[src/hdl/lcgks_pkg.sv]
package lcgks_pkg;

  // Generator and reseed constants
  localparam logic [31:0] LcgMul    = 32'd1103515245;
  localparam logic [31:0] LcgAdd    = 32'd12345;
  localparam logic [31:0] LcgMask   = 32'h7FFF_FFFF;
  localparam logic [31:0] ReseedMul = 32'd69069;
  localparam logic [31:0] ReseedAdd = 32'd1;

  // Configuration register indexes
  localparam int unsigned CfgIdxW = 2;
  localparam logic [CfgIdxW-1:0] CfgKeySeed   = 2'd0;
  localparam logic [CfgIdxW-1:0] CfgDirection = 2'd1;

  // Direction codes
  localparam logic DirEncode = 1'b0;
  localparam logic DirDecode = 1'b1;

  // Header length in bytes
  localparam logic [2:0] HdrLen = 3'd4;

  // Results of one request handed to the output buffer
  typedef struct packed {
    logic        load;
    logic        hdr_en;
    logic [31:0] hdr_seed;
    logic [7:0]  data;
  } lcgks_load_t;

endpackage

[src/hdl/lcg_keystream_byte_scrambler.sv]
// Channel   Dir  Handshake                     Payload (low bit up)
// s_axis    in   s_axis_tvalid/s_axis_tready   tdata: data_byte[7:0]; tuser: first
// m_axis    out  m_axis_tvalid/m_axis_tready   tdata: out_byte[7:0]; tuser: is_header;
//                                              tlast: last
// cfg       in   cfg_valid_i/cfg_ready_o       cfg_index_i, cfg_data_i
//
// One request is taken per cycle while the output buffer can load; its key step and
// reseed are done at the accepting edge and its results land in the output buffer.
// Encode requests marked first give five results (four header bytes, then data),
// so the input holds off while the buffer drains the header.
// Reset zeroes all but the buffer's byte registers; the config port is always ready.
// A stall on m_axis stops input once the output buffer holds a result not taken.
module lcg_keystream_byte_scrambler (
  input  logic                          clk_i,
  input  logic                          rst_ni,
  input  logic                          s_axis_tvalid,
  output logic                          s_axis_tready,
  input  logic [7:0]                    s_axis_tdata,  // data_byte[7:0]
  input  logic                          s_axis_tuser,  // first
  output logic                          m_axis_tvalid,
  input  logic                          m_axis_tready,
  output logic [7:0]                    m_axis_tdata,  // out_byte[7:0]
  output logic                          m_axis_tuser,  // is_header
  output logic                          m_axis_tlast,  // last
  input  logic                          cfg_valid_i,
  output logic                          cfg_ready_o,
  input  logic [lcgks_pkg::CfgIdxW-1:0] cfg_index_i,
  input  logic [31:0]                   cfg_data_i
);
  import lcgks_pkg::*;

  logic [31:0] key_seed_q, key_seed_d;
  logic        dir_q, dir_d;
  logic [31:0] lcg_q, lcg_d;
  logic [31:0] nbs_q, nbs_d;
  logic [7:0]  pos_q, pos_d;
  logic [2:0]  hc_q, hc_d;

  logic        accept;
  logic        can_load;
  lcgks_load_t load;

  logic [31:0] lcg_base, nbs_base;
  logic [7:0]  pos_base;
  logic [31:0] lcg_prod, lcg_new, reseed;
  logic [7:0]  key;
  logic [7:0]  enc_mix, dec_mix;
  logic [31:0] nbs_hdr;
  logic [2:0]  hc_inc;

  assign cfg_ready_o   = 1'b1;
  assign s_axis_tready = can_load;
  assign accept        = s_axis_tvalid & s_axis_tready;

  // Register writes
  always_comb begin
    key_seed_d = key_seed_q;
    dir_d      = dir_q;
    if (cfg_valid_i) begin
      if (cfg_index_i == CfgKeySeed) begin
        key_seed_d = cfg_data_i;
      end else if (cfg_index_i == CfgDirection) begin
        dir_d = cfg_data_i[0];
      end
    end
  end

  // Select the generator start: key seed on an encode message start
  always_comb begin
    if (dir_q == DirEncode && s_axis_tuser) begin
      lcg_base = key_seed_q;
      nbs_base = key_seed_q;
      pos_base = 8'd0;
    end else begin
      lcg_base = lcg_q;
      nbs_base = nbs_q;
      pos_base = pos_q;
    end
  end

  // Advance the generator and prepare the block reseed in parallel
  assign lcg_prod = lcg_base * LcgMul;
  assign lcg_new  = (lcg_prod + LcgAdd) & LcgMask;
  assign reseed   = nbs_base * ReseedMul + ReseedAdd;
  assign key      = lcg_new[23:16];

  // Byte transforms
  always_comb begin
    logic [7:0] t;
    t       = s_axis_tdata ^ key;
    enc_mix = {t[4:0], t[7:5]} ^ pos_base;
    t       = s_axis_tdata ^ pos_base;
    dec_mix = {t[2:0], t[7:3]} ^ key;
  end

  // Decode header assembly, least significant byte first
  assign nbs_hdr = nbs_q | ({24'd0, s_axis_tdata} << {hc_q[1:0], 3'b000});
  assign hc_inc  = hc_q + 3'd1;

  // State update and result load
  always_comb begin
    lcg_d = lcg_q;
    nbs_d = nbs_q;
    pos_d = pos_q;
    hc_d  = hc_q;
    load.load     = 1'b0;
    load.hdr_en   = 1'b0;
    load.hdr_seed = key_seed_q;
    load.data     = enc_mix;
    if (accept) begin
      if (dir_q == DirEncode || (!s_axis_tuser && hc_q >= HdrLen)) begin
        // Data byte: emit, step the position, reseed at block end
        load.load   = 1'b1;
        load.hdr_en = (dir_q == DirEncode) && s_axis_tuser;
        load.data   = (dir_q == DirEncode) ? enc_mix : dec_mix;
        pos_d       = pos_base + 8'd1;
        if (pos_base == 8'hFF) begin
          nbs_d = reseed;
          lcg_d = reseed;
        end else begin
          nbs_d = nbs_base;
          lcg_d = lcg_new;
        end
        if (dir_q == DirEncode && s_axis_tuser) begin
          hc_d = HdrLen;
        end
      end else if (s_axis_tuser) begin
        // Decode message start: first header byte
        nbs_d = {24'd0, s_axis_tdata};
        hc_d  = 3'd1;
      end else begin
        // Decode header byte, start the generator once complete
        nbs_d = nbs_hdr;
        hc_d  = hc_inc;
        if (hc_inc == HdrLen) begin
          lcg_d = nbs_hdr;
          pos_d = 8'd0;
        end
      end
    end
  end

  always_ff @(posedge clk_i or negedge rst_ni) begin
    if (!rst_ni) begin
      key_seed_q <= 32'd0;
      dir_q      <= DirEncode;
      lcg_q      <= 32'd0;
      nbs_q      <= 32'd0;
      pos_q      <= 8'd0;
      hc_q       <= 3'd0;
    end else begin
      key_seed_q <= key_seed_d;
      dir_q      <= dir_d;
      lcg_q      <= lcg_d;
      nbs_q      <= nbs_d;
      pos_q      <= pos_d;
      hc_q       <= hc_d;
    end
  end

  lcgks_out_buf u_out_buf (
    .clk_i         (clk_i),
    .rst_ni        (rst_ni),
    .load_i        (load),
    .can_load_o    (can_load),
    .m_axis_tvalid (m_axis_tvalid),
    .m_axis_tready (m_axis_tready),
    .m_axis_tdata  (m_axis_tdata),
    .m_axis_tuser  (m_axis_tuser),
    .m_axis_tlast  (m_axis_tlast)
  );

endmodule

[src/hdl/lcgks_out_buf.sv]
module lcgks_out_buf (
  input  logic                  clk_i,
  input  logic                  rst_ni,
  input  lcgks_pkg::lcgks_load_t load_i,
  output logic                  can_load_o,
  output logic                  m_axis_tvalid,
  input  logic                  m_axis_tready,
  output logic [7:0]            m_axis_tdata,  // out_byte[7:0]
  output logic                  m_axis_tuser,  // is_header
  output logic                  m_axis_tlast   // last
);
  import lcgks_pkg::*;

  logic [2:0]  hdr_left_q, hdr_left_d;
  logic        data_pend_q, data_pend_d;
  logic [31:0] hdr_q, hdr_d;
  logic [7:0]  data_q, data_d;
  logic        hdr_busy;
  logic        pop;

  assign hdr_busy      = (hdr_left_q != 3'd0);
  assign m_axis_tvalid = hdr_busy | data_pend_q;
  assign m_axis_tdata  = hdr_busy ? hdr_q[7:0] : data_q;
  assign m_axis_tuser  = hdr_busy;
  assign m_axis_tlast  = ~hdr_busy;
  assign pop           = m_axis_tvalid & m_axis_tready;

  // Take a new load when empty or when the data beat leaves this cycle
  assign can_load_o = ~m_axis_tvalid | (m_axis_tready & ~hdr_busy);

  // Load results, or drain header bytes low byte first, then the data byte
  always_comb begin
    hdr_left_d  = hdr_left_q;
    data_pend_d = data_pend_q;
    hdr_d       = hdr_q;
    data_d      = data_q;
    if (load_i.load) begin
      hdr_left_d  = load_i.hdr_en ? HdrLen : 3'd0;
      data_pend_d = 1'b1;
      hdr_d       = load_i.hdr_seed;
      data_d      = load_i.data;
    end else if (pop) begin
      if (hdr_busy) begin
        hdr_left_d = hdr_left_q - 3'd1;
        hdr_d      = {8'd0, hdr_q[31:8]};
      end else begin
        data_pend_d = 1'b0;
      end
    end
  end

  always_ff @(posedge clk_i or negedge rst_ni) begin
    if (!rst_ni) begin
      hdr_left_q  <= 3'd0;
      data_pend_q <= 1'b0;
    end else begin
      hdr_left_q  <= hdr_left_d;
      data_pend_q <= data_pend_d;
    end
  end

  always_ff @(posedge clk_i) begin
    hdr_q  <= hdr_d;
    data_q <= data_d;
  end

endmodule
[config.mk]
export PLATFORM = sky130hd
export DESIGN_NAME = lcg_keystream_byte_scrambler
export DESIGN_NICKNAME = d
export VERILOG_FILES = /design/src/hdl/lcgks_pkg.sv /design/src/hdl/lcg_keystream_byte_scrambler.sv /design/src/hdl/lcgks_out_buf.sv
export SDC_FILE = /design/constraint.sdc
export NUM_CORES = 1
export LEC_CHECK = 0
export BUFFER_PORTS_ARGS = -buffer_cell sky130_fd_sc_hd__buf_2
export CORE_ASPECT_RATIO = 1.5
export CORE_MARGIN = 2
export CORE_UTILIZATION = 45
export CTS_CLUSTER_SIZE = 40
export DETAILED_ROUTE_END_ITERATION = 10
export PLACE_DENSITY_LB_ADDON = 0.08
export SETUP_SLACK_MARGIN = 0.02
export SLEW_MARGIN = 15
export SYNTH_ARGS = -nofsm -noshare
export SYNTH_HDL_FRONTEND = slang
export SYNTH_SLANG_ARGS = --single-unit
[constraint.sdc]
create_clock -name clk_i -period 9.9 [get_ports clk_i]
set_clock_uncertainty 0.1 [all_clocks]
set_input_delay 1.485 -clock clk_i [delete_from_list [all_inputs] [get_ports clk_i]]
set_output_delay 1.485 -clock clk_i [all_outputs]
set_load 0.005 [all_outputs]
After elaboration in Yosys (flattened, before gate mapping)
Cells that the tools add are included.
W data, S select, Z words.
- output and inout port bits: 13
- flip-flop bits (word level): 152
- logic and storage cells: 86
- input bits: 48
- bitwise operators: 14
- order comparisons: 1
- multiplexer cells: 32
- shift-type cells: 1
- $mul: 2
- reductions and logical operators: 15
- eq/ne operators: 6
- $add $sub $neg: 5
- operator list (kind ; count):
    $mux W32 ; 12
    $mux W8 ; 8
    $add A32 B1 Y32 const B ; 1
    $mul A32 B17 Y32 const B ; 1
    $mul A32 B31 Y31 const B ; 1
    $or A32 B32 Y32 ; 1
    $shl A8 B5 Y32 ; 1
    $xor A8 B8 Y8 ; 4
    $add A31 B14 Y31 const B ; 1
    $mux W3 ; 7
    $add A8 B1 Y8 const B ; 1
    $eq A8 B8 Y1 const B ; 1
    $reduce_and A2 Y1 ; 4
    $reduce_and A3 Y1 ; 2
    $reduce_bool A2 Y1 ; 3
    $mux W2 ; 2
    $ne A2 B2 Y1 const B ; 2
    $not A1 Y1 ; 4
    $add A3 B1 Y3 const B ; 1
    $and A1 B1 Y1 ; 3
    $eq A3 B3 Y1 const B ; 1
    $ge A3 B3 Y1 const B ; 1
    $mux W1 ; 3
    $reduce_bool A3 Y1 ; 1
    8 further kinds ; 10

Logic depth before layout (Yosys ltp)
- word-level depth: 10
- depth in mapped cells: 35
- mapped depth without buffers: 30

Cells and area by module
Synthesis repeated with hierarchy kept, for this count alone.
- cells, all modules: 1893
- area total of the unflattened synthesis: 17838.4 sq um
- modules (own cells, without submodules) (module ; cells an instance ; times used ; sequential area each (sq um) ; area each (sq um)):
    lcg_keystream_byte_scrambler ; 1764 ; 1 ; 2302.2 ; 15896.5
    lcgks_out_buf ; 129 ; 1 ; 1301.2 ; 1941.9

Worst setup path after synthesis
Ideal clock, no wire load.
- path kind: input port to flip-flop
- from: input s_axis_tuser
- to: register u_out_buf.data_q[0], data pin
- library setup time: 0.270 ns
- path buffers: 5
- arrival: 8.319 ns
- cell stages on the path: 31
- slack: 1.211 ns
- data required time: 9.530 ns
- path through: nand2b_1 > buf_4 > clkbuf_1 > buf_2 > buf_1 > buf_1 > nand2_1 > and2_1 > inv_1 > ha_1 > ha_1 > fa_1 > inv_1 > fa_1 > inv_1 > ha_1 > inv_1 > fa_1 > inv_1 > fa_1 > fa_1 > ha_1 > nand2_1 > a211oi_1 > a211o_1 > o21a_1 > o311ai_1 > xor2_1 > xnor2_1 > nor2_1 > a21oi_1
- RTL lines (what ; RTL line ; text):
    start: declaration ; lcg_keystream_byte_scrambler.sv:19 ; input logic s_axis_tuser,
    end signal: assignment ; lcgks_out_buf.sv:64 ; data_q <= data_d;
    end: declaration ; lcgks_out_buf.sv:17 ; logic [7:0] data_q, data_d;

==> metrics.md <==
| Metric | Value |
|---|---|
| Via Count | 13710 |
| Post-CTS setup repair buffer count | 0 |
| Number of global-route vias before repair | 14710 |
| Max incr delay on CP | 590 ps |
| DRT Wirelength | 55700 µm |
| Number of buffers created by CTS | 17 |
| Register area share after synthesis | 19.99% |
| WP data required | 9980 ps |
| Die width | 167.4 µm |
| Sequential Area | 0.003603 mm² |
| Worst Hold Class | register to register |
| Post-synth EDFFs | 40 |
| Die Ht | 249.1 µm |
| Hold Fails Final Rpt | 0 |
| Later-pin clock latency in the skew report | 450 ps |
| Area contributors post-synth | fa_1 (21%), ha_1 (18%), dfrtp_1 (13%) |
| H-tree Lvls | 4 |
| Distinct cells, synth | 76 |
| Layout cells sized above 1 | 8.552% |
| CP endpoint kind | register |
| Clock root cell | clkbuf_16 |
| Post-synth top area share | 20.99% |
| Antenna violations before repair | 1 |
| Die area | 0.04171 mm² |
| FFs w/ async S/R, synth | 70.59% |
| DRC Markers | 0 |
| Placer Congestion | 0.9032 |
| Port Buf Inserts | 59 |
| Congestion Overflow GR | 0 |
| Multi-input logic area | 0.01248 mm² |
| Fin worst setup slack | 1112 ps |
| Area leader, netlist | fa_1 |
| Sink Count | 136 |
| Final-report max-slew violation count | 0 |
| Clk slew on worst S/H paths | 70 ps |
| Worst path arrival time | 8870 ps |
| Most frequent CP cell | fa_1 |
| Clock buffer depth | 2 |
| Area delta synth->final | 8.196% |
| Per-cell routed wire length | 21.76 µm |
| Mapped cell area | 0.01803 mm² |
| Nets | 2536 |
| First-pass GRT wire length | 86370 µm |
| Slew headroom | 19.81% |
| Final setup violation count | 0 |
| Crit path launch type | input port |
| Vias per Instance | 5.358 |
| WS Path Type | input port to register |
| Reg2Reg Launch Point | dir_q |
| CP startpoint | s_axis_tuser |
| CP Max Fanout | 14 |
| Worst Max-Slew Pin Slew | 1198 ps |
| Core area | 0.03942 mm² |
| # resized after CTS | 0 |
| Fillcell total | 3850 |
| Final cycle utilization of the critical path | 88.76% |
| Initial Utilization | 45.73% |
| CTS Hold Buffers Added | 0 |
| Syn Nets | 2493 |
| Row cnt | 89 |
| Max_cap viols | 0 |
| Status | finished clean |
| Flop and latch count out of synthesis | 136 |
| DRT antenna net count | 0 |
| RSZ-0062 raised after global routing | false |
| CTS tree | built |
| Largest net degree at the start of global routing | 61 |
| Post-Synthesis Cells | 2002 |
| Slowest stage cell on the critical path | nor2b_2 |
| Total GRT Usage | 27.66% |
| YS warnings | 0 |
| Crit path time final | 8788 ps |
| DP HPWL | 46580 µm |
| Initial DRC count | 666 |
| Setup Slack @ Placement | 681.8 ps |
| Peak Freq | 0.1138 GHz |
| Mapped Avg Cell Area | 9.005 µm² |
| Primary FF master, synth | dfrtp_1 |
| Setup total negative slack | 0 ps |
| I/O Pins | 61 |
| Initial DRT Pass Iterations | 7 |
| Beginning of the worst hold path | pos_q[0] |
-- logic make-up after synthesis --
group,after synthesis,share of synthesized area (%)
buffers and inverters,513,10.84
adders and majority gates,443,38.61
and+or+nand+nor,424,10.20
AOI/OAI and AO/OA,326,11.16
DFF,136,19.99
xor gates and xnor gates,115,6.336
muxes,44,2.838
other,1,0.02080
-- final timing paths --
kind | end | slack (ps) | cells after the start
setup / recovery | u_out_buf.data_q[1] | 1110 | 27
hold / removal | pos_q[0] | 380 | 2
setup reg to reg | u_out_buf.data_q[1] | 1670 | 26
hold reg to reg | pos_q[0] | 380 | 2
max in group asynchronous | lcg_q[7] | 7520 | 2
min in group asynchronous | u_out_buf.hdr_left_q[0] | 910 | 1
-- synth_stat cells (4+ instances only) --
cell,number
inv_1,445
nand2_1,265
ha_1,254
fa_1,189
a21oi_1,105
dfrtp_1,96
xnor2_1,79
o21ai_0,61
nor2_1,53
clkbuf_1,49
edfxtp_1,40
mux2_2,34
o21ai_1,31
xor2_1,25
a211oi_1,22
and2_1,21
a21o_1,20
and3_1,17
nand2b_1,14
nor3_1,13
nand3_1,12
nor2b_1,9
a31oi_1,8
buf_1,8
o22ai_1,8
a311oi_1,7
mux2i_1,7
o211ai_1,7
o21a_1,7
a22o_1,5
buf_2,5
o31ai_1,5
a211o_1,4
a221oi_1,4
nand4_1,4
o21bai_1,4
or3_1,4
xnor2_2,4
-- per-stage QoR --
stage                     instance area [µm²]  hold WS, ps  utilization, %  std cells
after floorplan                         18030        341.8               -       2002
after global placement                  18920        357.4           48.00       2526
after detailed placement                18920        368.0           48.00       2526
after CTS                               19500        384.1           49.48       2558
after global routing                    19510        405.1           49.48       2559
final                                   19510        384.0           49.48       2559
-- worst max-delay path: cells and delay by family --
family	cells	cell delay, ps
AND/OR/NAND/NOR	4	1120
adder cells (fa/ha/maj)	9	3790
XOR/XNOR	2	390
multiplexers	1	90
buffers and inverters	6	580
AO/OA/AOI/OAI	5	1370
-- per-layer routing --
metal	routed length (µm)	global-route usage, %
met5	0	0
met2	31090	53.67
met4	2964	14.11
met1	19790	29.41
met3	1844	2.463
-- area by class of cell --
cell class	instances	area share [%]
Multi-Input combinational cell	1353	64.00
Timing Repair Buffer	90	2.720
Tap cell	500	3.207
Inverter	447	8.602
Clock buffer	17	2.181
Sequential cell	136	18.47
Clock inverter	15	0.8082
Antenna cell	1	0.01283
-- layout by cell type (no fill, tap or decap), types with 12 or more instances in the layout --
cell	count
and2_1	21
fa_1	189
ha_1	254
a21o_1	20
nand2_1	264
mux2_2	34
nand3_1	12
xor2_1	25
nor3_1	13
a211oi_1	22
clkbuf_16	17
edfxtp_1	40
buf_4	32
o21ai_1	31
buf_2	58
nand2b_1	13
inv_1	445
a21oi_1	105
xnor2_1	79
and3_1	17
dfrtp_1	96
nor2_1	53
o21ai_0	61
-- state kept, by name (all words and copies together) (netlist names) --
name and count:
hc_q 3, pos_q 8, u_out_buf.hdr_q 32, dir_q 1, lcg_q 24, key_seed_q 32, nbs_q 24, u_out_buf.data_q 8
u_out_buf.data_pend_q 1, u_out_buf.hdr_left_q 3
Power is not shown: default switching activity piles up to over one toggle a cycle in this logic, so the estimate is an artifact.
